`config.mk`:
```
export PLATFORM = sky130hd
export DESIGN_NAME = joystick_deadzone_lowpass_scaler_flat
export DESIGN_NICKNAME = d
export VERILOG_FILES = /design/src/hw/rtl/jdls_pkg.sv /design/src/hw/rtl/jdls_if.sv /design/src/hw/rtl/jdls_div.sv /design/src/hw/rtl/jdls_mul.sv /design/src/hw/rtl/joystick_deadzone_lowpass_scaler.sv /design/src/flat_wrapper.sv
export SDC_FILE = /design/constraint.sdc
export NUM_CORES = 2
export LEC_CHECK = 0
export BUFFER_PORTS_ARGS = -buffer_cell sky130_fd_sc_hd__buf_2
export CORE_MARGIN = 2
export CORE_UTILIZATION = 50
export DETAILED_ROUTE_END_ITERATION = 6
export PLACE_DENSITY = 0.67
export SLEW_MARGIN = 20
export SYNTH_ARGS = -nofsm -noshare
export SYNTH_HDL_FRONTEND = slang
export SYNTH_HIERARCHICAL = 1
export SYNTH_SLANG_ARGS = --single-unit
```
`constraint.sdc`:
```
create_clock -name clk -period 27.3 [get_ports clk]
set_clock_uncertainty 0.2 [all_clocks]
set_input_delay 8.19 -clock clk [delete_from_list [all_inputs] [get_ports clk]]
set_output_delay 8.19 -clock clk [all_outputs]
set_load 0.01 [all_outputs]
```
`src/hw/rtl/jdls_pkg.sv`:
```
// Shared widths, register indexes and types for the joystick deadzone, lowpass and scaler.
`timescale 1ns / 1ps
package jdls_pkg;

  localparam int AXIS_W  = 16;
  localparam int DT_W    = 20;
  localparam int LIMIT_W = 16;
  localparam int TC_W    = 20;
  localparam int THR_W   = 15;
  localparam int VEL_W   = 17;
  localparam int GAIN_W  = 16;
  localparam int DEN_W   = DT_W + 1;
  localparam int CFG_IDX_W  = 2;
  localparam int CFG_DATA_W = 20;

  localparam logic [CFG_IDX_W-1:0] REG_LINEAR_LIMIT  = 2'd0;
  localparam logic [CFG_IDX_W-1:0] REG_ANGULAR_LIMIT = 2'd1;
  localparam logic [CFG_IDX_W-1:0] REG_TIME_CONSTANT = 2'd2;
  localparam logic [CFG_IDX_W-1:0] REG_DEADZONE      = 2'd3;

  localparam logic [LIMIT_W-1:0] LINEAR_LIMIT_RST  = 16'd0;
  localparam logic [LIMIT_W-1:0] ANGULAR_LIMIT_RST = 16'd0;
  localparam logic [TC_W-1:0]    TIME_CONSTANT_RST = 20'd200000;
  localparam logic [THR_W-1:0]   DEADZONE_RST      = 15'd1638;

  typedef logic signed [AXIS_W-1:0] axis_t;
  typedef logic signed [VEL_W-1:0]  vel_t;
  typedef logic [GAIN_W-1:0]        gain_t;

  typedef struct packed {
    logic busy;
    logic done;
  } div_stat_t;

endpackage

```
`src/hw/rtl/jdls_if.sv`:
```
// Valid/ready channel interfaces for stick samples and velocity results.
`timescale 1ns / 1ps
interface jdls_sample_if import jdls_pkg::*; (input logic clk);
  logic               valid;
  logic               ready;
  axis_t              axis_forward_raw;
  axis_t              axis_side_raw;
  axis_t              axis_turn_raw;
  logic [DT_W-1:0]    elapsed_time;

  modport source (output valid, axis_forward_raw, axis_side_raw, axis_turn_raw,
                  elapsed_time, input ready);
  modport sink (input valid, axis_forward_raw, axis_side_raw, axis_turn_raw,
                elapsed_time, output ready);
endinterface

interface jdls_velocity_if import jdls_pkg::*; (input logic clk);
  logic valid;
  logic ready;
  vel_t linear_forward;
  vel_t linear_side;
  vel_t angular_turn;

  modport source (output valid, linear_forward, linear_side, angular_turn, input ready);
  modport sink (input valid, linear_forward, linear_side, angular_turn, output ready);
endinterface

```
`src/hw/rtl/jdls_div.sv`:
```
// Restoring divider forming the Q0.16 lowpass gain dt / (dt + T), one bit per cycle.
`timescale 1ns / 1ps
module jdls_div import jdls_pkg::*; (
  input  logic             clk,
  input  logic             rst,
  input  logic             start,
  input  logic [DT_W-1:0]  dt,
  input  logic [DEN_W-1:0] den,
  output gain_t            quot,
  output div_stat_t        stat
);

  logic [DEN_W-1:0] rem;
  logic [DEN_W-1:0] den_hold;
  logic [3:0]       cnt;
  logic [DEN_W:0]   shifted;
  logic             fits;

  assign shifted = {rem, 1'b0};
  assign fits    = shifted >= {1'b0, den_hold};

  always_ff @(posedge clk) begin
    if (rst) begin
      stat <= '0;
      cnt  <= '0;
    end else begin
      stat.done <= 1'b0;
      if (start) begin
        den_hold <= den;
        if (den == '0) begin
          quot      <= '0;
          stat.done <= 1'b1;
        end else if ({1'b0, dt} >= den) begin
          quot      <= '1;
          stat.done <= 1'b1;
        end else begin
          rem       <= {1'b0, dt};
          quot      <= '0;
          cnt       <= 4'd15;
          stat.busy <= 1'b1;
        end
      end else if (stat.busy) begin
        rem  <= fits ? DEN_W'(shifted - {1'b0, den_hold}) : shifted[DEN_W-1:0];
        quot <= {quot[GAIN_W-2:0], fits};
        cnt  <= cnt - 4'd1;
        if (cnt == '0) begin
          stat.busy <= 1'b0;
          stat.done <= 1'b1;
        end
      end
    end
  end

endmodule

```
`src/hw/rtl/jdls_mul.sv`:
```
// Shared signed 17 by 17 multiplier with a registered product.
`timescale 1ns / 1ps
module jdls_mul import jdls_pkg::*; (
  input  logic                      clk,
  input  logic signed [VEL_W-1:0]   a,
  input  logic signed [VEL_W-1:0]   b,
  output logic signed [2*VEL_W-1:0] prod
);

  always_ff @(posedge clk) begin
    prod <= a * b;
  end

endmodule

```
`src/hw/rtl/joystick_deadzone_lowpass_scaler.sv`:
```
// Top level: deadzone, first-order lowpass and velocity scaling of three stick axes.
//
// samples carries one tick: three Q1.15 axes and the microseconds since the
// last tick. velocity returns one beat per tick: forward and side velocity in
// mm/s and turn rate in mrad/s. The cfg port writes the four registers
// (linear limit, angular limit, time constant, deadzone); the user must
// write them only while idle, as the block itself does not enforce it.
// A tick is latched, runs through the bit-serial gain divider, then makes six
// passes through the one shared multiplier (three filter updates, three
// scalings) before the output register is loaded. samples.ready is high
// only between ticks, so a new tick is not taken until the last one has
// reached the output register.
// The output register lets the next tick be accepted while a result waits;
// if velocity is stalled the block holds its finished result until the beat
// leaves. Synchronous reset clears the filter state, restores the register
// defaults and drops any pending result.
`timescale 1ns / 1ps
module joystick_deadzone_lowpass_scaler import jdls_pkg::*; (
  input  logic                  clk,
  input  logic                  rst,
  jdls_sample_if.sink           samples,
  jdls_velocity_if.source       velocity,
  input  logic                  cfg_we,
  input  logic [CFG_IDX_W-1:0]  cfg_index,
  input  logic [CFG_DATA_W-1:0] cfg_data
);

  typedef enum logic [2:0] {
    S_IDLE,
    S_GAIN,
    S_MUL,
    S_RND,
    S_OUT
  } state_t;

  state_t state;

  logic [LIMIT_W-1:0] linear_limit;
  logic [LIMIT_W-1:0] angular_limit;
  logic [TC_W-1:0]    time_constant;
  logic [THR_W-1:0]   deadzone;

  axis_t            x [3];
  axis_t            fy [3];
  vel_t             res [3];
  logic [DT_W-1:0]  dt;
  logic [2:0]       op;
  logic [1:0]       idx;
  logic             div_start;
  logic             accept;

  gain_t                      gain;
  div_stat_t                  div_stat;
  logic signed [VEL_W-1:0]    mul_a;
  logic signed [VEL_W-1:0]    mul_b;
  logic signed [2*VEL_W-1:0]  prod;
  logic signed [2*VEL_W:0]    prod_ext;
  logic signed [2*VEL_W:0]    step_sum;
  logic signed [2*VEL_W:0]    scale_sum;
  logic signed [AXIS_W+1:0]   y_next;

  function automatic axis_t negate_sat(axis_t v);
    return (v == axis_t'(-32768)) ? axis_t'(32767) : axis_t'(-v);
  endfunction

  function automatic axis_t dead(axis_t v, logic [THR_W-1:0] thr);
    logic [AXIS_W-1:0] mag;
    mag = v[AXIS_W-1] ? AXIS_W'(-v) : AXIS_W'(v);
    return (mag < {1'b0, thr}) ? '0 : v;
  endfunction

  assign samples.ready = (state == S_IDLE);
  assign accept        = samples.valid && samples.ready;

  jdls_div u_div (
    .clk   (clk),
    .rst   (rst),
    .start (div_start),
    .dt    (dt),
    .den   (DEN_W'(dt) + DEN_W'(time_constant)),
    .quot  (gain),
    .stat  (div_stat)
  );

  assign idx   = (op < 3'd3) ? op[1:0] : 2'(op - 3'd3);
  assign mul_a = (op < 3'd3) ? VEL_W'(x[idx]) - VEL_W'(fy[idx]) : VEL_W'(fy[idx]);
  assign mul_b = (op < 3'd3) ? signed'({1'b0, gain})
               : (op == 3'd5) ? signed'({1'b0, angular_limit})
               : signed'({1'b0, linear_limit});

  jdls_mul u_mul (
    .clk  (clk),
    .a    (mul_a),
    .b    (mul_b),
    .prod (prod)
  );

  assign prod_ext  = signed'({prod[2*VEL_W-1], prod});
  assign step_sum  = (prod_ext + 35'sd32768) >>> 16;
  assign scale_sum = (prod_ext + 35'sd16384) >>> 15;
  assign y_next    = (AXIS_W+2)'(fy[idx]) + step_sum[AXIS_W+1:0];

  always_ff @(posedge clk) begin
    if (rst) begin
      linear_limit  <= LINEAR_LIMIT_RST;
      angular_limit <= ANGULAR_LIMIT_RST;
      time_constant <= TIME_CONSTANT_RST;
      deadzone      <= DEADZONE_RST;
    end else if (cfg_we) begin
      case (cfg_index)
        REG_LINEAR_LIMIT:  linear_limit  <= cfg_data[LIMIT_W-1:0];
        REG_ANGULAR_LIMIT: angular_limit <= cfg_data[LIMIT_W-1:0];
        REG_TIME_CONSTANT: time_constant <= cfg_data[TC_W-1:0];
        REG_DEADZONE:      deadzone      <= cfg_data[THR_W-1:0];
        default: ;
      endcase
    end
  end

  always_ff @(posedge clk) begin
    if (rst) begin
      state          <= S_IDLE;
      div_start      <= 1'b0;
      op             <= '0;
      velocity.valid <= 1'b0;
      for (int i = 0; i < 3; i++) begin
        fy[i] <= '0;
      end
    end else begin
      div_start <= 1'b0;
      if (velocity.valid && velocity.ready) begin
        velocity.valid <= 1'b0;
      end
      case (state)
        S_IDLE: begin
          if (accept) begin
            x[0]      <= dead(samples.axis_forward_raw, deadzone);
            x[1]      <= dead(negate_sat(samples.axis_side_raw), deadzone);
            x[2]      <= dead(negate_sat(samples.axis_turn_raw), deadzone);
            dt        <= samples.elapsed_time;
            div_start <= 1'b1;
            op        <= '0;
            state     <= S_GAIN;
          end
        end
        S_GAIN: begin
          if (div_stat.done) begin
            state <= S_MUL;
          end
        end
        S_MUL: begin
          state <= S_RND;
        end
        S_RND: begin
          if (op < 3'd3) begin
            fy[idx] <= y_next[AXIS_W-1:0];
          end else begin
            res[idx] <= scale_sum[VEL_W-1:0];
          end
          op    <= op + 3'd1;
          state <= (op == 3'd5) ? S_OUT : S_MUL;
        end
        S_OUT: begin
          if (!velocity.valid || velocity.ready) begin
            velocity.linear_forward <= res[0];
            velocity.linear_side    <= res[1];
            velocity.angular_turn   <= res[2];
            velocity.valid          <= 1'b1;
            state                   <= S_IDLE;
          end
        end
        default: state <= S_IDLE;
      endcase
    end
  end

`ifndef ASSERT_OFF
  a_busy_after_accept: assert property (@(posedge clk) disable iff (rst)
    accept |=> !samples.ready)
    else $error("block ready again right after taking a tick");

  a_div_done_in_gain: assert property (@(posedge clk) disable iff (rst)
    div_stat.done |-> (state == S_GAIN))
    else $error("gain divider finished outside the gain wait");

  a_hold_result: assert property (@(posedge clk) disable iff (rst)
    (state == S_OUT && velocity.valid && !velocity.ready) |=> (state == S_OUT))
    else $error("finished result left while the output beat was stalled");
`endif

endmodule

```
`src/flat_wrapper.sv`:
```
// flat-port wrapper written by rule: the top's interface ports become plain ports
module joystick_deadzone_lowpass_scaler_flat import jdls_pkg::*;
  (clk, rst, cfg_we, cfg_index, cfg_data, samples_valid, samples_axis_forward_raw, samples_axis_side_raw, samples_axis_turn_raw, samples_elapsed_time, samples_ready, velocity_valid, velocity_linear_forward, velocity_linear_side, velocity_angular_turn, velocity_ready);
  jdls_sample_if samples_i (.clk(clk));
  jdls_velocity_if velocity_i (.clk(clk));
  input  logic clk;
  input  logic rst;
  input  logic cfg_we;
  input  logic [CFG_IDX_W-1:0] cfg_index;
  input  logic [CFG_DATA_W-1:0] cfg_data;
  input wire logic [$bits(samples_i.valid)-1:0] samples_valid;
  input wire logic [$bits(samples_i.axis_forward_raw)-1:0] samples_axis_forward_raw;
  input wire logic [$bits(samples_i.axis_side_raw)-1:0] samples_axis_side_raw;
  input wire logic [$bits(samples_i.axis_turn_raw)-1:0] samples_axis_turn_raw;
  input wire logic [$bits(samples_i.elapsed_time)-1:0] samples_elapsed_time;
  output wire logic [$bits(samples_i.ready)-1:0] samples_ready;
  output wire logic [$bits(velocity_i.valid)-1:0] velocity_valid;
  output wire logic [$bits(velocity_i.linear_forward)-1:0] velocity_linear_forward;
  output wire logic [$bits(velocity_i.linear_side)-1:0] velocity_linear_side;
  output wire logic [$bits(velocity_i.angular_turn)-1:0] velocity_angular_turn;
  input wire logic [$bits(velocity_i.ready)-1:0] velocity_ready;
  assign samples_i.valid = samples_valid;
  assign samples_i.axis_forward_raw = samples_axis_forward_raw;
  assign samples_i.axis_side_raw = samples_axis_side_raw;
  assign samples_i.axis_turn_raw = samples_axis_turn_raw;
  assign samples_i.elapsed_time = samples_elapsed_time;
  assign samples_ready = samples_i.ready;
  assign velocity_valid = velocity_i.valid;
  assign velocity_linear_forward = velocity_i.linear_forward;
  assign velocity_linear_side = velocity_i.linear_side;
  assign velocity_angular_turn = velocity_i.angular_turn;
  assign velocity_i.ready = velocity_ready;
  joystick_deadzone_lowpass_scaler u_core (.clk(clk), .rst(rst), .samples(samples_i), .velocity(velocity_i), .cfg_we(cfg_we), .cfg_index(cfg_index), .cfg_data(cfg_data));
endmodule
```
==> summary.md <==
| Metric | Value |
|---|---|
| CP Data Arrival Time | `13.46 ns` |
| Rel. slew slack | `0.271` |
| Clock edge transition at the registers on the reported setup and hold paths | `0.06 ns` |
| CP Class | `input pin to flop` |
| TritonRoute pass-1 iters | `5` |
| Die area | `0.0679 sq mm` |
| DRC | `0` |
| H-tree levels | `2` |
| Initial cell density of the core | `0.503` |
| Die Y | `261 um` |
| Reg2Reg Setup Slack | `16.42 ns` |
| R2r startpoint | `u_core/op[2]` |
| Synth Cell Area | `0.0329 sq mm` |
| Final Hold Viols | `0` |
| Yosys Warn Count | `6` |
| Routed wire length per instance | `17.7 um` |
| Global-route wire length before repair | `126 mm` |
| Hold Buf Count CTS | `0` |
| Status | `completed` |
| Worst Path Max Fanout | `11` |
| Via count of the routed design | `24.2k` |
| Cell Rows | `94` |
| Fill count | `5876` |
| RSZ-0062 raised after global routing | `no` |
| Core ar. | `0.0655 sq mm` |
| Post-Syn Area per Cell | `9.70 sq um` |
| Grt ovf | `0` |
| # setup viols final | `0` |
| TritonCTS clock tree | `built` |
| CTS max path bufs | `3` |
| Max-cap violation count | `0` |
| HPWL after DPL | `59.4 mm` |
| Period utilization | `0.489` |
| Clk sink count | `391` |
| ANT nets after route | `0` |
| Root Driver | `clkbuf_16` |
| Max Fclk | `0.0749 GHz` |
| Initial antenna violation count | `1` |
| GPL Wtd Cong | `0.916` |
| R2r endpoint | `u_core/u_mul/prod[30]` |
| Layout Nets | `4141` |
| Worst Hold End | `u_core/velocity.linear_side[9]` |
| Via count of the first global-routing pass | `23.8k` |
| Post-CTS Setup Inserts | `0` |
| Die width | `261 um` |
| Initial DRC Count | `1853` |
| TritonCTS buffer count | `43` |
| # diodes | `0` |
| Vias/cell | `5.48` |
| Final max-slew violation count | `0` |
| CP required | `27.41 ns` |
| Worst Tran Pin Value | `1.06 ns` |
| Total wire length | `78.4 mm` |
| All-Layer GR Usage | `0.234` |
| Syn Inst Count | `3396` |
| CP startpoint kind | `input pin` |
| Worst hold start | `u_core/res[1][9]` |
| Number of port buffers | `147` |
| Layout cell share with drive strength beyond 1 | `0.0955` |
| Hold Path Stages | `0` |
| Post-CTS sizing | `0` |
| Area grow syn2layout | `10.0%` |
| Period minus WS final | `13.36 ns` |
| Final setup TNS | `0 ns` |
| Clk_lat worst skew | `0.58 ns` |
| Largest net degree at the start of global routing | `80` |
| I/O pin cnt | `148` |
| Worst r2r path cells | `34` |
| CP endpoint kind | `flop` |
| Worst hold path type | `flop to flop` |
sequential cells by signal, indices dropped and copies added (netlist names), 17 cells and up:
register                        count
u_core/u_div/rem                   21
u_core/res                         51
u_core/velocity.linear_side        17
u_core/x                           48
u_core/velocity.linear_forward     17
u_core/dt                          20
u_core/fy                          64
u_core/u_mul/prod                  18
u_core/u_div/den_hold              21
u_core/time_constant               20
u_core/velocity.angular_turn       17
worst max-delay path, stage by stage:
cell      delay, ns
buf_2          0.14
inv_1          0.10
ha_1           0.32
nor4b_2        0.44
nand2b_1       0.27
nor3_1         0.23
buf_4          0.21
nor2_1         0.10
ha_1           0.24
and3b_1        0.18
a32oi_1        0.31
nor3_1         0.15
nand4_1        0.20
o31ai_1        0.11
xnor2_1        0.19
ha_1           0.32
a211oi_1       0.25
a21oi_1        0.11
a211oi_1       0.76
o31a_1         0.52
nor2_1         0.11
placed cells by master, fill, tap and decap left out, types with 54 or more instances in the layout:
| cell | instances |
|---|---|
| a21oi_1 | 181 |
| and2_1 | 154 |
| buf_2 | 147 |
| dfxtp_1 | 98 |
| edfxtp_1 | 292 |
| fa_1 | 294 |
| ha_1 | 227 |
| inv_1 | 457 |
| mux2i_1 | 64 |
| nand2_1 | 393 |
| nor2_1 | 235 |
| nor3_1 | 54 |
| o21ai_0 | 101 |
| xnor2_1 | 94 |
worst max-delay path by stage:
stage / startpoint / endpoint / slack, ns / cells after the start
6_report: samples_axis_side_raw[0] / u_core/x[1][11] / 13.94 / 21
5_1_grt: samples_axis_side_raw[0] / u_core/x[1][6] / 13.49 / 21
4_1_cts: samples_axis_side_raw[0] / u_core/x[1][11] / 14.02 / 21
3_5_place_dp: samples_axis_side_raw[0] / u_core/x[1][3] / 13.42 / 21
3_3_place_gp: samples_axis_side_raw[0] / u_core/x[1][3] / 13.49 / 21
2_1_floorplan: rst / u_core/velocity.angular_turn[0] / 14.24 / 3
cell type report:
cell class / instances / area (sq um) / area share
clock buffer: 57 / 1180 / 0.0325
inverter: 457 / 1720 / 0.0474
multi-input combinational: 2434 / 20100 / 0.555
sequential: 391 / 10800 / 0.297
tap: 864 / 1080 / 0.0298
timing repair buffer: 198 / 1120 / 0.0309
clock inverter: 22 / 290 / 0.00801
metal layers:
| layer | vias up | wire [um] | part of all wire | global-route usage |
|---|---|---|---|---|
| met5 | - | 13 | 0.00017 | 0 |
| met4 | 2 | 2030 | 0.026 | 0.0641 |
| met3 | 114 | 3950 | 0.050 | 0.0249 |
| met2 | 664 | 36900 | 0.47 | 0.382 |
| met1 | 11817 | 35500 | 0.45 | 0.333 |
| li1 | 11624 | - | - | - |
through the flow:
step	instance area [sq um]	worst slack (ns)	std cells	util	hold slack [ns]
floorplan	33000	14.24	3415	-	0.200
global placement	34700	13.49	4343	0.530	0.201
detailed placement	34700	13.42	4343	0.530	0.205
CTS	36200	14.02	4422	0.553	0.215
global route	36200	13.49	4423	0.553	0.221
finish	36200	13.94	4423	0.553	0.215
Power is not shown: default switching activity piles up to over one toggle a cycle in this logic, so the estimate is an artifact.
